--- src/hw/rtl/rds_pkg.sv ---
// Package for the reaction-diffusion stencil: widths, register indexes,
// reset values, controller state and command types.
// No dependencies.
`default_nettype none

package rds_pkg;

	localparam int MAX_WIDTH_DEF  = 1024;
	localparam int MAX_HEIGHT_DEF = 1024;

	localparam int DATA_W     = 16;
	localparam int COEF_W     = 16;
	localparam int CFG_DIM_W  = 11;
	localparam int CFG_DATA_W = 16;
	localparam int CFG_IDX_W  = 3;

	localparam logic [CFG_IDX_W-1:0] REG_GRID_WIDTH  = 3'd0;
	localparam logic [CFG_IDX_W-1:0] REG_GRID_HEIGHT = 3'd1;
	localparam logic [CFG_IDX_W-1:0] REG_FEED        = 3'd2;
	localparam logic [CFG_IDX_W-1:0] REG_KILL        = 3'd3;
	localparam logic [CFG_IDX_W-1:0] REG_DIFFUSION_U = 3'd4;
	localparam logic [CFG_IDX_W-1:0] REG_DIFFUSION_V = 3'd5;

	localparam logic [CFG_DIM_W-1:0] GRID_WIDTH_RST  = 11'd1024;
	localparam logic [CFG_DIM_W-1:0] GRID_HEIGHT_RST = 11'd1024;
	localparam logic [COEF_W-1:0]    FEED_RST        = 16'd918;
	localparam logic [COEF_W-1:0]    KILL_RST        = 16'd3539;
	localparam logic [COEF_W-1:0]    DIFF_U_RST      = 16'd6554;
	localparam logic [COEF_W-1:0]    DIFF_V_RST      = 16'd3277;

	// smallest grid dimension, first position where a full window exists
	localparam int DIM_MIN        = 3;
	localparam int FIRST_EMIT_POS = 2;

	// Q4.12 one, and saturation bounds
	localparam int ONE_Q12 = 4096;
	localparam int Q_MAX   = 32767;
	localparam int Q_MIN   = -32768;

	// arithmetic widths
	localparam int LAP_W   = 20;
	localparam int UV_W    = 32;
	localparam int FU_W    = 34;
	localparam int DL_W    = 37;
	localparam int UVV_W   = 48;
	localparam int DELTA_W = 50;
	localparam int FIN_W   = 52;
	localparam int FRAC_SH = 24;

	typedef enum logic [2:0] {
		ST_IDLE,
		ST_WIN,
		ST_LAP,
		ST_MUL,
		ST_SUM,
		ST_FIN,
		ST_OUT
	} state_t;

	typedef struct packed {
		logic capture;
		logic win;
		logic lap;
		logic mul;
		logic sum;
		logic fin;
		logic load_out;
		logic last;
	} cmd_t;

endpackage

`default_nettype wire

--- src/hw/rtl/rds_ctrl.sv ---
// Controller: raster position counters, window emission decision,
// sequencing of the datapath and output valid. Depends on rds_pkg.
`default_nettype none

module rds_ctrl
	import rds_pkg::*;
#(
	parameter int MAX_WIDTH  = MAX_WIDTH_DEF,
	parameter int MAX_HEIGHT = MAX_HEIGHT_DEF
) (
	input  wire logic                         clk,
	input  wire logic                         arst_n,
	input  wire logic [CFG_DIM_W-1:0]         grid_width,
	input  wire logic [CFG_DIM_W-1:0]         grid_height,
	input  wire logic                         in_valid,
	output      logic                         in_stall,
	output      logic                         out_valid,
	input  wire logic                         out_stall,
	output      cmd_t                         cmd,
	output      logic [$clog2(MAX_WIDTH)-1:0] col
);

	localparam int CW    = $clog2(MAX_WIDTH);
	localparam int RW    = $clog2(MAX_HEIGHT);
	localparam int WX_W  = ($clog2(MAX_WIDTH + 1) > CFG_DIM_W) ?
	                       $clog2(MAX_WIDTH + 1) : CFG_DIM_W;
	localparam int HX_W  = ($clog2(MAX_HEIGHT + 1) > CFG_DIM_W) ?
	                       $clog2(MAX_HEIGHT + 1) : CFG_DIM_W;

	state_t        state_q, state_d;
	logic [CW-1:0] col_q;
	logic [RW-1:0] row_q;
	logic          emit_q, last_q, out_valid_q;

	logic [WX_W-1:0] eff_w, gw, col_x, col_inc;
	logic [HX_W-1:0] eff_h, gh, row_x, row_inc;
	logic            emit_now, last_now, out_free;

	always_comb begin
		gw = WX_W'(grid_width);
		gh = HX_W'(grid_height);
		priority if (gw < WX_W'(DIM_MIN)) begin
			eff_w = WX_W'(DIM_MIN);
		end else if (gw > WX_W'(MAX_WIDTH)) begin
			eff_w = WX_W'(MAX_WIDTH);
		end else begin
			eff_w = gw;
		end
		priority if (gh < HX_W'(DIM_MIN)) begin
			eff_h = HX_W'(DIM_MIN);
		end else if (gh > HX_W'(MAX_HEIGHT)) begin
			eff_h = HX_W'(MAX_HEIGHT);
		end else begin
			eff_h = gh;
		end
	end

	assign col_x   = WX_W'(col_q);
	assign row_x   = HX_W'(row_q);
	assign col_inc = col_x + WX_W'(1);
	assign row_inc = row_x + HX_W'(1);

	assign emit_now = (row_x >= HX_W'(FIRST_EMIT_POS)) && (col_x >= WX_W'(FIRST_EMIT_POS))
	               && (row_x < eff_h) && (col_x < eff_w);
	assign last_now = (row_x == eff_h - HX_W'(1)) && (col_x == eff_w - WX_W'(1));
	assign out_free = !out_valid_q || !out_stall;

	always_comb begin
		state_d = state_q;
		unique case (state_q)
			ST_IDLE: begin
				if (in_valid) begin
					state_d = ST_WIN;
				end
			end
			ST_WIN: state_d = emit_q ? ST_LAP : ST_IDLE;
			ST_LAP: state_d = ST_MUL;
			ST_MUL: state_d = ST_SUM;
			ST_SUM: state_d = ST_FIN;
			ST_FIN: state_d = ST_OUT;
			ST_OUT: begin
				if (out_free) begin
					state_d = ST_IDLE;
				end
			end
			default: state_d = ST_IDLE;
		endcase
	end

	always_comb begin
		cmd          = '0;
		cmd.capture  = (state_q == ST_IDLE) && in_valid;
		cmd.win      = (state_q == ST_WIN);
		cmd.lap      = (state_q == ST_LAP);
		cmd.mul      = (state_q == ST_MUL);
		cmd.sum      = (state_q == ST_SUM);
		cmd.fin      = (state_q == ST_FIN);
		cmd.load_out = (state_q == ST_OUT) && out_free;
		cmd.last     = last_q;
		in_stall     = (state_q != ST_IDLE);
	end

	always_ff @(posedge clk or negedge arst_n) begin
		if (!arst_n) begin
			state_q     <= ST_IDLE;
			col_q       <= '0;
			row_q       <= '0;
			emit_q      <= 1'b0;
			last_q      <= 1'b0;
			out_valid_q <= 1'b0;
		end else begin
			state_q <= state_d;
			if (cmd.capture) begin
				emit_q <= emit_now;
				last_q <= last_now;
			end
			if (cmd.win) begin
				if (col_inc >= eff_w) begin
					col_q <= '0;
					row_q <= (row_inc >= eff_h) ? '0 : row_inc[RW-1:0];
				end else begin
					col_q <= col_inc[CW-1:0];
				end
			end
			if (cmd.load_out) begin
				out_valid_q <= 1'b1;
			end else if (!out_stall) begin
				out_valid_q <= 1'b0;
			end
		end
	end

	assign out_valid = out_valid_q;
	assign col       = col_q;

	a_accept_to_win: assert property (@(posedge clk) disable iff (!arst_n)
		cmd.capture |=> state_q == ST_WIN)
		else $error("accepted transaction did not move to window update");

	a_write_after_read: assert property (@(posedge clk) disable iff (!arst_n)
		cmd.win |-> $past(cmd.capture))
		else $error("line store written without preceding read");

	a_compute_needs_emit: assert property (@(posedge clk) disable iff (!arst_n)
		state_q == ST_LAP |-> emit_q)
		else $error("update computed for a non-interior cell");

	a_no_overwrite: assert property (@(posedge clk) disable iff (!arst_n)
		cmd.load_out |-> (!out_valid_q || !out_stall))
		else $error("pending result overwritten");

endmodule

`default_nettype wire

--- config.mk ---
export PLATFORM = sky130hd
export DESIGN_NAME = rds_ctrl
export DESIGN_NICKNAME = d
export VERILOG_FILES = /design/src/hw/rtl/rds_pkg.sv /design/src/hw/rtl/rds_ctrl.sv
export SDC_FILE = /design/constraint.sdc
export NUM_CORES = 1
export LEC_CHECK = 0
export ABC_AREA = 1
export BUFFER_PORTS_ARGS = -buffer_cell sky130_fd_sc_hd__buf_4
export CAP_MARGIN = 20
export CORE_ASPECT_RATIO = 0.9
export CORE_MARGIN = 1
export CORE_UTILIZATION = 53
export CTS_CLUSTER_SIZE = 30
export DETAILED_ROUTE_END_ITERATION = 16
export PLACE_DENSITY = 0.74
export SLEW_MARGIN = 20
export SYNTH_ARGS = -nofsm -noshare
export SYNTH_HDL_FRONTEND = slang
export SYNTH_SLANG_ARGS = --single-unit
--- constraint.sdc ---
create_clock -name clk -period 4.11 [get_ports clk]
set_clock_uncertainty 0.2 [all_clocks]
set_input_delay 0.822 -clock clk [delete_from_list [all_inputs] [get_ports clk]]
set_output_delay 0.822 -clock clk [all_outputs]
set_load 0.05 [all_outputs]
==> impl_metrics.toml, run 1 <==
[status]
run_status = "finished clean"

[global_routing]
antenna_found_initial = 0
grt_max_degree = 27
grt_pass1_vias = 3367
grt_pass1_wl_um = 15300
grt_use_total_pct = 28.1
gr-total-overflow = 0

[clocking]
cts-root-buf = "clkbuf_8"
cts.htree.levels = 1
cts_resized = 0
post-cts-setup-buffer-count = 0
cts_sinks = 26
cts_tree = "done"
cts.path.max_buffers = 2
cts_hold_buffers = 0
clk_pin_slew_ns = 0.08
numCtsBuffers = 3
clock_latency_ns = 0.27

[placed_design]
port_buffers = 45
dp_hpwl_um = 7700
gp_congestion = 0.914

[sta]
finalSetupTns_ns = 0
period_share_pct = 87.1
worst_slew_pin_slew_ns = 0.499
rsz0062_at_grt = "no"
max_slew_margin_pct = 66.3
hold_slack_ns = 0.242
maxClockFrequency_mhz = 279
slew_violations = 0
period_needed_ns = 3.58
setup_viol = 0
hold_viol = 0

[critical_path]
endpoint_kind = "flip-flop"
r2r_end = "row_q[5]"
critPathMaxFanout = 10
r2r_slack_ns = 0.53
cp-start-kind = "flip-flop"
crit_type = "reg2reg"
worstPathRequired_ns = 4.07
path_cells = "inv_1, nor3_2, nand4_1, nor2_1, nand3_1, xor2_1, inv_1, ha_1, nand2_1, nor2_1, a211oi_1, nand4_1, o31ai_1"
slowest_delay_ns = 0.45
path_delay_family = "simple AND/OR/NAND/NOR gates"
critPathArrivalTime_ns = 3.54
cp_slowest_cell = "dfrtp_1"
worstReg2RegStart = "row_q[2]"
cp_num_buf_inv = 2
rr_worst_depth = 13

[die]
row_count = 27
die_x_um = 87.0
pin_count = 46
dieHeight_um = 78.5
start_util_pct = 55.7
coreArea_um2 = 6180
dieArea_um2 = 6830

[final_layout]
layout-drive-gt1-share_pct = 10.9
areaGrowthSynthToFinish_pct = 14.1
antenna_cells = 0
nets = 661

[synthesis]
ys_types = 34
synth_nets = 615
synth_seq_area_share_pct = 18.9
syn_inst = 541
syn_area_um2 = 3440
yosysWarningCount = 0
synth.avg_cell_area_um2 = 6.37
synth_seq_cells = 26

[power_and_ir_drop]
ir_worst_vdd_mv = 0.162
p_int_mw = 0.900
power_density_nw_per_um2 = 521
p_sw_share_pct = 56.1
pwr-share-clk_pct = 7.9
seq_power_share_pct = 24.0
comb_power_share_pct = 68.2
p_switching_mw = 1.15
p_leak_nw = 2.17

[detailed_routing]
routed_wl_um = 8970
via_per_inst = 5.44
vias = 3660
wl_per_cell_um = 13.3
drc = 0
drt_iter0_markers = 252
postRouteAntennaNets = 0
dr.pass1.iters = 5

[min_path]
worstHoldPathType = "in2async"

[flow_run]
drv_cap = 0
==> cells in the final DEF, fill, tap and decap left out, drive strengths merged <==
master	Yosys	final
o31ai	9	9
o21bai	1	1
inv	79	79
o21ai	35	35
dfrtp	26	26
xnor2	1	1
xor2	23	23
a21o	2	2
a21oi	16	16
nand2	138	138
or2	1	1
buf	4	49
nor3	11	11
nand3b	1	1
nand3	51	51
nand4	15	15
a22oi	1	1
nor4	5	5
a211oi	3	3
a221oi	1	1
nor2	63	63
ha	48	48
clkinv	1	1
o311ai	1	1
o41ai	1	1
clkbuf	4	4
==> synth_stat cells (all sizes together) <==
| cell | instances | area share [%] |
|---|---|---|
| or2 | 1 | 0.18 |
| clkbuf | 4 | 0.44 |
| dfrtp | 26 | 19 |
| nand2 | 138 | 15 |
| o31ai | 9 | 2.0 |
| nor2 | 63 | 7.2 |
| buf | 4 | 0.91 |
| o21ai | 35 | 5.3 |
| o21bai | 1 | 0.33 |
| inv | 79 | 8.6 |
| a221oi | 1 | 0.25 |
| nand4 | 15 | 2.7 |
| clkinv | 1 | 0.11 |
| a211oi | 3 | 0.65 |
| nand3 | 51 | 7.4 |
| o41ai | 1 | 0.25 |
| o311ai | 1 | 0.25 |
| a21oi | 16 | 2.3 |
| nor3 | 11 | 1.7 |
| ha | 48 | 17 |
| nor4 | 5 | 0.91 |
| xor2 | 23 | 5.8 |
| a22oi | 1 | 0.22 |
| a21o | 2 | 0.44 |
| nand3b | 1 | 0.22 |
| xnor2 | 1 | 0.25 |
==> cell type report <==
type,count,area [µm²]
Fill cell,638,2250
Tap cell,87,109
Clock buffer,4,55.1
Inverter,80,300
Timing Repair Buffer,49,368
Multi-Input combinational cell,427,2450
Sequential cell,26,651
==> worst max path at each step <==
stage | start | endpoint | slack (ns) | depth (start not counted)
2_1_floorplan | col[1] | row_q[4] | 0.81 | 15
3_5_place_dp | grid_width[3] | row_q[2] | 0.44 | 14
5_1_grt | row_q[1] | row_q[2] | 0.34 | 14
4_1_cts | row_q[2] | row_q[5] | 0.67 | 13
3_3_place_gp | grid_width[3] | row_q[9] | 0.57 | 14
6_report | row_q[2] | row_q[5] | 0.53 | 13
==> power groups by stage <==
stage | logic (mW) | clock network (mW) | registers [mW]
2_1_floorplan | 0.883 | 0 | 0.591
3_3_place_gp | 1.35 | 0 | 0.487
3_5_place_dp | 1.39 | 0 | 0.488
4_1_cts | 1.39 | 0.165 | 0.484
5_1_grt | 1.57 | 0.176 | 0.507
6_report | 1.40 | 0.161 | 0.491
==> per-layer routing <==
metal | GRT usage, % | wire, µm | vias up
li1 | - | - | 1874
met4 | 5.83 | 70 | 0
met2 | 43.6 | 3720 | 141
met3 | 1.26 | 642 | 8
met1 | 42.6 | 4540 | 1637
met5 | 0 | 0 | -
==> stage by stage <==
step	instance area, µm²	worst slack, ns	util [%]	cells	power, mW
3_5_place_dp	3870	0.445	62.7	669	1.88
5_1_grt	3930	0.342	63.6	673	2.25
3_3_place_gp	3870	0.571	62.7	669	1.84
2_1_floorplan	3440	0.810	-	541	1.47
6_report	3930	0.531	63.6	673	2.05
4_1_cts	3930	0.668	63.6	673	2.04
==> registers in the layout, indices dropped and copies added, names as in the netlist <==
name       count
state_q        3
emit_q         1
col           10
out_valid      1
last_q         1
row_q         10
==> worst reg2reg max path, stage by stage (launching register included) <==
cell and delay, ns:
dfrtp_1 0.45, inv_1 0.14, nor3_2 0.30, nand4_1 0.15, nor2_1 0.17, nand3_1 0.11
xor2_1 0.30, inv_1 0.09, ha_1 0.32, nand2_1 0.09, nor2_1 0.05, a211oi_1 0.26
nand4_1 0.42, o31ai_1 0.42
==> logic make-up after synthesis <==
| family | share of synthesized area (%) |
|---|---|
| DFF | 18.9 |
| buffers and inverters | 10.1 |
| AOI/OAI and AO/OA | 12.0 |
| xor gates and xnor gates | 6.10 |
| adders and majority gates | 17.4 |
| and+or+nand+nor | 35.5 |
No activity file was read; power rests on OpenSTA's default activity.
==> inputs of run 2 (changes only) <==
--- a/config.mk
+++ b/config.mk
@@ -10,10 +10,10 @@
 export CAP_MARGIN = 20
 export CORE_ASPECT_RATIO = 0.9
 export CORE_MARGIN = 1
-export CORE_UTILIZATION = 53
+export CORE_UTILIZATION = 50
 export CTS_CLUSTER_SIZE = 30
 export DETAILED_ROUTE_END_ITERATION = 16
-export PLACE_DENSITY = 0.74
+export PLACE_DENSITY = 0.71
 export SLEW_MARGIN = 20
 export SYNTH_ARGS = -nofsm -noshare
 export SYNTH_HDL_FRONTEND = slang
==> run 2 against run 1 <==
- clock power is 16% lower
- cell area is 0.45% lower
- non-clock buffer count decreased by 1
- largest cell class unchanged
- first-iteration DRC count up 2.4%
- global-route usage shrank 1.7 points
- critical path depth is the same
- sequential share of layout area grew 0.074 points
- largest power group unchanged
==> impl_metrics.toml, run 2 (synthesis gave the netlist of run 1 again) <==
[status]
run_status = "finished clean"

[sta]
worst_slew_pin_slew_ns = 0.483
period_needed_ns = 3.37
maxClockFrequency_mhz = 296
period_share_pct = 82.1
max_slew_margin_pct = 67.4
rsz0062_at_grt = "no"
slew_violations = 0
setup_viol = 0
finalSetupTns_ns = 0
hold_viol = 0
fin_ws_ns = 0.736

[critical_path]
path_delay_family = "simple AND/OR/NAND/NOR gates"
cp-start-kind = "flip-flop"
path_cells = "inv_1, nor3_2, nand4_1, nor2_1, nand3_1, xor2_1, inv_1, ha_1, nand2_1, nor2_1, a211oi_1, nand4_1, o31ai_1"
critPathMaxFanout = 10
critPathArrivalTime_ns = 3.34
cp_num_buf_inv = 2
cp_slowest_cell = "dfrtp_1"
crit_type = "reg2reg"
endpoint_kind = "flip-flop"
worstPathRequired_ns = 4.07
slowest_delay_ns = 0.46

[placed_design]
dp_hpwl_um = 7600
pre_cts_slack_ns = 0.509
gp_congestion = 0.922
port_buffers = 45

[global_routing]
grt_pass1_wl_um = 14800
grt_pass1_vias = 3124
antenna_found_initial = 0
gr-total-overflow = 0
grt_use_total_pct = 26.4
grt_max_degree = 27

[final_layout]
n_fill_cell = 653
antenna_cells = 0
final_cell_mix = "nand2_1, inv_1, nor2_1"
layout-drive-gt1-share_pct = 10.6
areaGrowthSynthToFinish_pct = 13.6
layout_commonest_cell = "nand2_1"
nets = 660

[clocking]
clk_pin_slew_ns = 0.08
cts_sinks = 26
cts_resized = 0
cts_hold_buffers = 0
cts.htree.levels = 1
cts-root-buf = "clkbuf_8"
clock_latency_ns = 0.27
cts_tree = "done"
numCtsBuffers = 3
cts.path.max_buffers = 2
post-cts-setup-buffer-count = 0

[min_path]
worstHoldPathType = "in2async"

[die]
start_util_pct = 52.0
die_x_um = 89.5
pin_count = 46
dieHeight_um = 80.7
dieArea_um2 = 7230
coreArea_um2 = 6620
row_count = 28

[power_and_ir_drop]
power_density_nw_per_um2 = 516
ir_worst_vdd_mv = 0.247
p_leak_nw = 2.16

[detailed_routing]
vias = 3667
wl_per_cell_um = 13.2
dr.pass1.iters = 5
drc = 0
postRouteAntennaNets = 0
drt_iter0_markers = 258
routed_wl_um = 8930
via_per_inst = 5.44

[flow_run]
drv_cap = 0
run 2: cell types whose count changed in the layout (fill, tap and decap cells not counted):
cell      previous run  this run
clkbuf_8             4         3
buf_4               49        48
run 2: stage by stage:
| step | hold slack (ns) | cell area (µm²) | power [mW] | util [%] | cells |
|---|---|---|---|---|---|
| after floorplan | 0.250 | 3440 | 1.47 | - | 541 |
| after global placement | 0.268 | 3870 | 1.84 | 58.5 | 671 |
| after detailed placement | 0.277 | 3870 | 1.87 | 58.5 | 671 |
| after CTS | 0.252 | 3910 | 2.02 | 59.1 | 674 |
| after global routing | 0.269 | 3910 | 2.23 | 59.1 | 674 |
| final | 0.248 | 3910 | 2.02 | 59.1 | 674 |
run 2: area by class of cell:
type / count / area (µm²) / area share [%]
clock buffer: 3 / 41.3 / 1.06
inverter: 80 / 300 / 7.68
multi-input combinational: 427 / 2450 / 62.6
sequential: 26 / 651 / 16.6
tap: 90 / 113 / 2.88
timing repair buffer: 48 / 360 / 9.21
run 2: where the power goes:
group | switching [mW] | internal [mW]
logic | 0.918 | 0.478
clock network | 0.0706 | 0.0656
registers | 0.150 | 0.338
run 2: worst register-to-register path: cells and delay by family (launching register included):
kind	cells	cell delay, ns
adder cells (fa/ha/maj)	1	0.31
flip-flops	1	0.46
buffers and inverters	2	0.21
XOR/XNOR	1	0.21
AND/OR/NAND/NOR	7	1.31
AO/OA/AOI/OAI	2	0.58
run 2: per-layer routing:
layer	vias to the layer above	track usage [%]	share of wire, %
met2	100	39.9	42
met1	1685	40.3	52
met3	10	1.93	5.0
li1	1872	-	-
met4	0	6.35	1.0
met5	-	0	0
run 2: final timing paths:
path / to / slack, ns / depth (start not counted) / startpoint
worst min register to register: emit_q / 0.29 / 2 / emit_q
max in group asynchronous: emit_q / 3.22 / 1 / arst_n
min in group clk: emit_q / 0.29 / 2 / emit_q
worst min-delay path: row_q[8] / 0.25 / 1 / arst_n
worst max register to register: row_q[3] / 0.74 / 13 / row_q[2]
worst max-delay path: row_q[3] / 0.74 / 13 / row_q[2]
==> inputs of run 3 (changes only) <==
--- a/config.mk
+++ b/config.mk
@@ -13,7 +13,7 @@
 export CORE_UTILIZATION = 50
 export CTS_CLUSTER_SIZE = 30
 export DETAILED_ROUTE_END_ITERATION = 16
-export PLACE_DENSITY = 0.71
+export PLACE_DENSITY = 0.73
 export SLEW_MARGIN = 20
 export SYNTH_ARGS = -nofsm -noshare
 export SYNTH_HDL_FRONTEND = slang
==> constraint.sdc (replaced) <==
create_clock -name clk -period 3.1 [get_ports clk]
set_clock_uncertainty 0.2 [all_clocks]
set_input_delay 0.62 -clock clk [delete_from_list [all_inputs] [get_ports clk]]
set_output_delay 0.62 -clock clk [all_outputs]
set_load 0.05 [all_outputs]
==> run 3 against run 2 <==
- global-route usage fell by 0.18 points
- highest routed layer unchanged
- cell count rose by 5.3%
- sequential share of layout area fell by 1.3 points
- total power rose by 43%
- cell area rose by 9.4%
==> impl_metrics.toml, run 3 (synthesis gave the netlist of run 1 again) <==
[status]
run_status = "finished clean"

[global_routing]
grt_pass1_vias = 3351
antenna_found_initial = 0
grt_max_degree = 27
grt_use_total_pct = 26.2
gr-total-overflow = 0
grt_pass1_wl_um = 14900

[critical_path]
path_delay_family = "simple AND/OR/NAND/NOR gates"
crit_type = "in2reg"
path_cells = "buf_4, nor2_1, nand3_1, o21ai_4, nand2_1, buf_4, ha_1, inv_1, nor2_1, nand3_1, o311ai_0, buf_4, nor4_1, nand2_1, nand2_1"
cp.depth = 15
cp-start-kind = "input port"
cp_slowest_cell = "o311ai_0"
cp_num_buf_inv = 4
critPathArrivalTime_ns = 2.87
slowest_delay_ns = 0.40
rr_worst_depth = 14
critPathMaxFanout = 6
endpoint_kind = "flip-flop"
worstPathRequired_ns = 3.06

[min_path]
worstHoldPathType = "in2async"

[final_layout]
fin_area_um2 = 4280
layout_commonest_cell = "nand2_1"
layout-drive-gt1-share_pct = 18.5
final_util_pct = 64.7
final_cell_mix = "nand2_1, buf_4, inv_1"
antenna_cells = 0
areaGrowthSynthToFinish_pct = 24.3
nets = 695
final_cells = 710

[placed_design]
port_buffers = 45
dpl-instance-area_um2 = 4130
dp_hpwl_um = 7720
gp_congestion = 0.911
place_inst = 703
pre_cts_slack_ns = -0.136

[detailed_routing]
via_per_inst = 5.35
vias = 3801
routed_wl_um = 9180
postRouteAntennaNets = 0
wl_per_cell_um = 12.9
dr.pass1.iters = 5
drt_iter0_markers = 166
drc = 0

[flow_run]
drv_cap = 0

[clocking]
cts.path.max_buffers = 2
clock_latency_ns = 0.27
clk_pin_slew_ns = 0.08
cts_tree = "done"
cts_sinks = 26
cts_hold_buffers = 0
numCtsBuffers = 3
cts-root-buf = "clkbuf_8"
cts.htree.levels = 1

[power_and_ir_drop]
p_sw_share_pct = 54.3
fin_total_pwr_mw = 2.88
ir_worst_vdd_mv = 0.295
comb_power_share_pct = 71.7
seq_power_share_pct = 20.8
pwr-share-clk_pct = 7.5
power_density_nw_per_um2 = 674
p_int_mw = 1.32
p_switching_mw = 1.57
p_leak_nw = 2.35

[die]
pin_count = 46
coreArea_um2 = 6620
die_x_um = 89.5
dieHeight_um = 80.7
dieArea_um2 = 7230
row_count = 28
start_util_pct = 52.0

[sta]
fin_ws_ns = 0.187
worst_slew_pin_slew_ns = 0.493
slew_violations = 0
maxClockFrequency_mhz = 343
max_slew_margin_pct = 66.7
finalSetupTns_ns = 0
period_needed_ns = 2.91
period_share_pct = 94.0
hold_slack_ns = 0.0414
setup_viol = 0
hold_viol = 0
[run 3: changes by cell type in the layout (fill, tap and decap cells not counted), moves of 2 or more]
cell	change
buf_4	+33
dfrtp_1	-4
dfrtp_2	+4
a21oi_1	-2
a21oi_2	+2
nand2_1	-2
nand2_2	+2
nor2_1	-2
o31ai_1	-2
o31ai_2	+2
[run 3: repair_timing]
action,in CTS,in global routing
setup buffers,0,3
setup endpoints to repair,0,22
resized for setup,0,18
[run 3: power groups by stage]
| stage | sequential [mW] | combinational [mW] | clock (mW) |
|---|---|---|---|
| global route | 0.614 | 2.32 | 0.232 |
| floorplan | 0.787 | 1.17 | 0 |
| global placement | 0.596 | 1.96 | 0 |
| CTS | 0.598 | 2.01 | 0.222 |
| finish | 0.599 | 2.07 | 0.216 |
| detailed placement | 0.603 | 2.00 | 0 |
[run 3: cell type report]
| cell class | instances | area, µm² |
|---|---|---|
| clock buffer | 4 | 55.1 |
| tap | 90 | 113 |
| inverter | 80 | 300 |
| timing repair buffer | 83 | 639 |
| fill | 637 | 2340 |
| sequential | 26 | 656 |
| multi-input combinational | 427 | 2520 |
[run 3: path summary, 6_finish.rpt]
| kind | from | endpoint | slack (ns) |
|---|---|---|---|
| setup / recovery | grid_width[3] | emit_q | 0.19 |
| hold / removal | arst_n | out_valid | 0.04 |
| setup reg to reg | row_q[0] | row_q[9] | 0.24 |
| hold reg to reg | emit_q | emit_q | 0.29 |
| max in group asynchronous | arst_n | row_q[1] | 2.39 |
| min in group clk | emit_q | emit_q | 0.29 |
[run 3: routing by layer]
metal / vias up / GRT usage (%) / share of wire [%] / routed length (µm)
met3: 6 / 1.32 / 4.7 / 429
met4: 0 / 4.44 / 0.61 / 56
met2: 107 / 41.8 / 44 / 4070
met1: 1737 / 39.4 / 50 / 4630
met5: - / 0 / 0 / 0
li1: 1951 / - / - / -
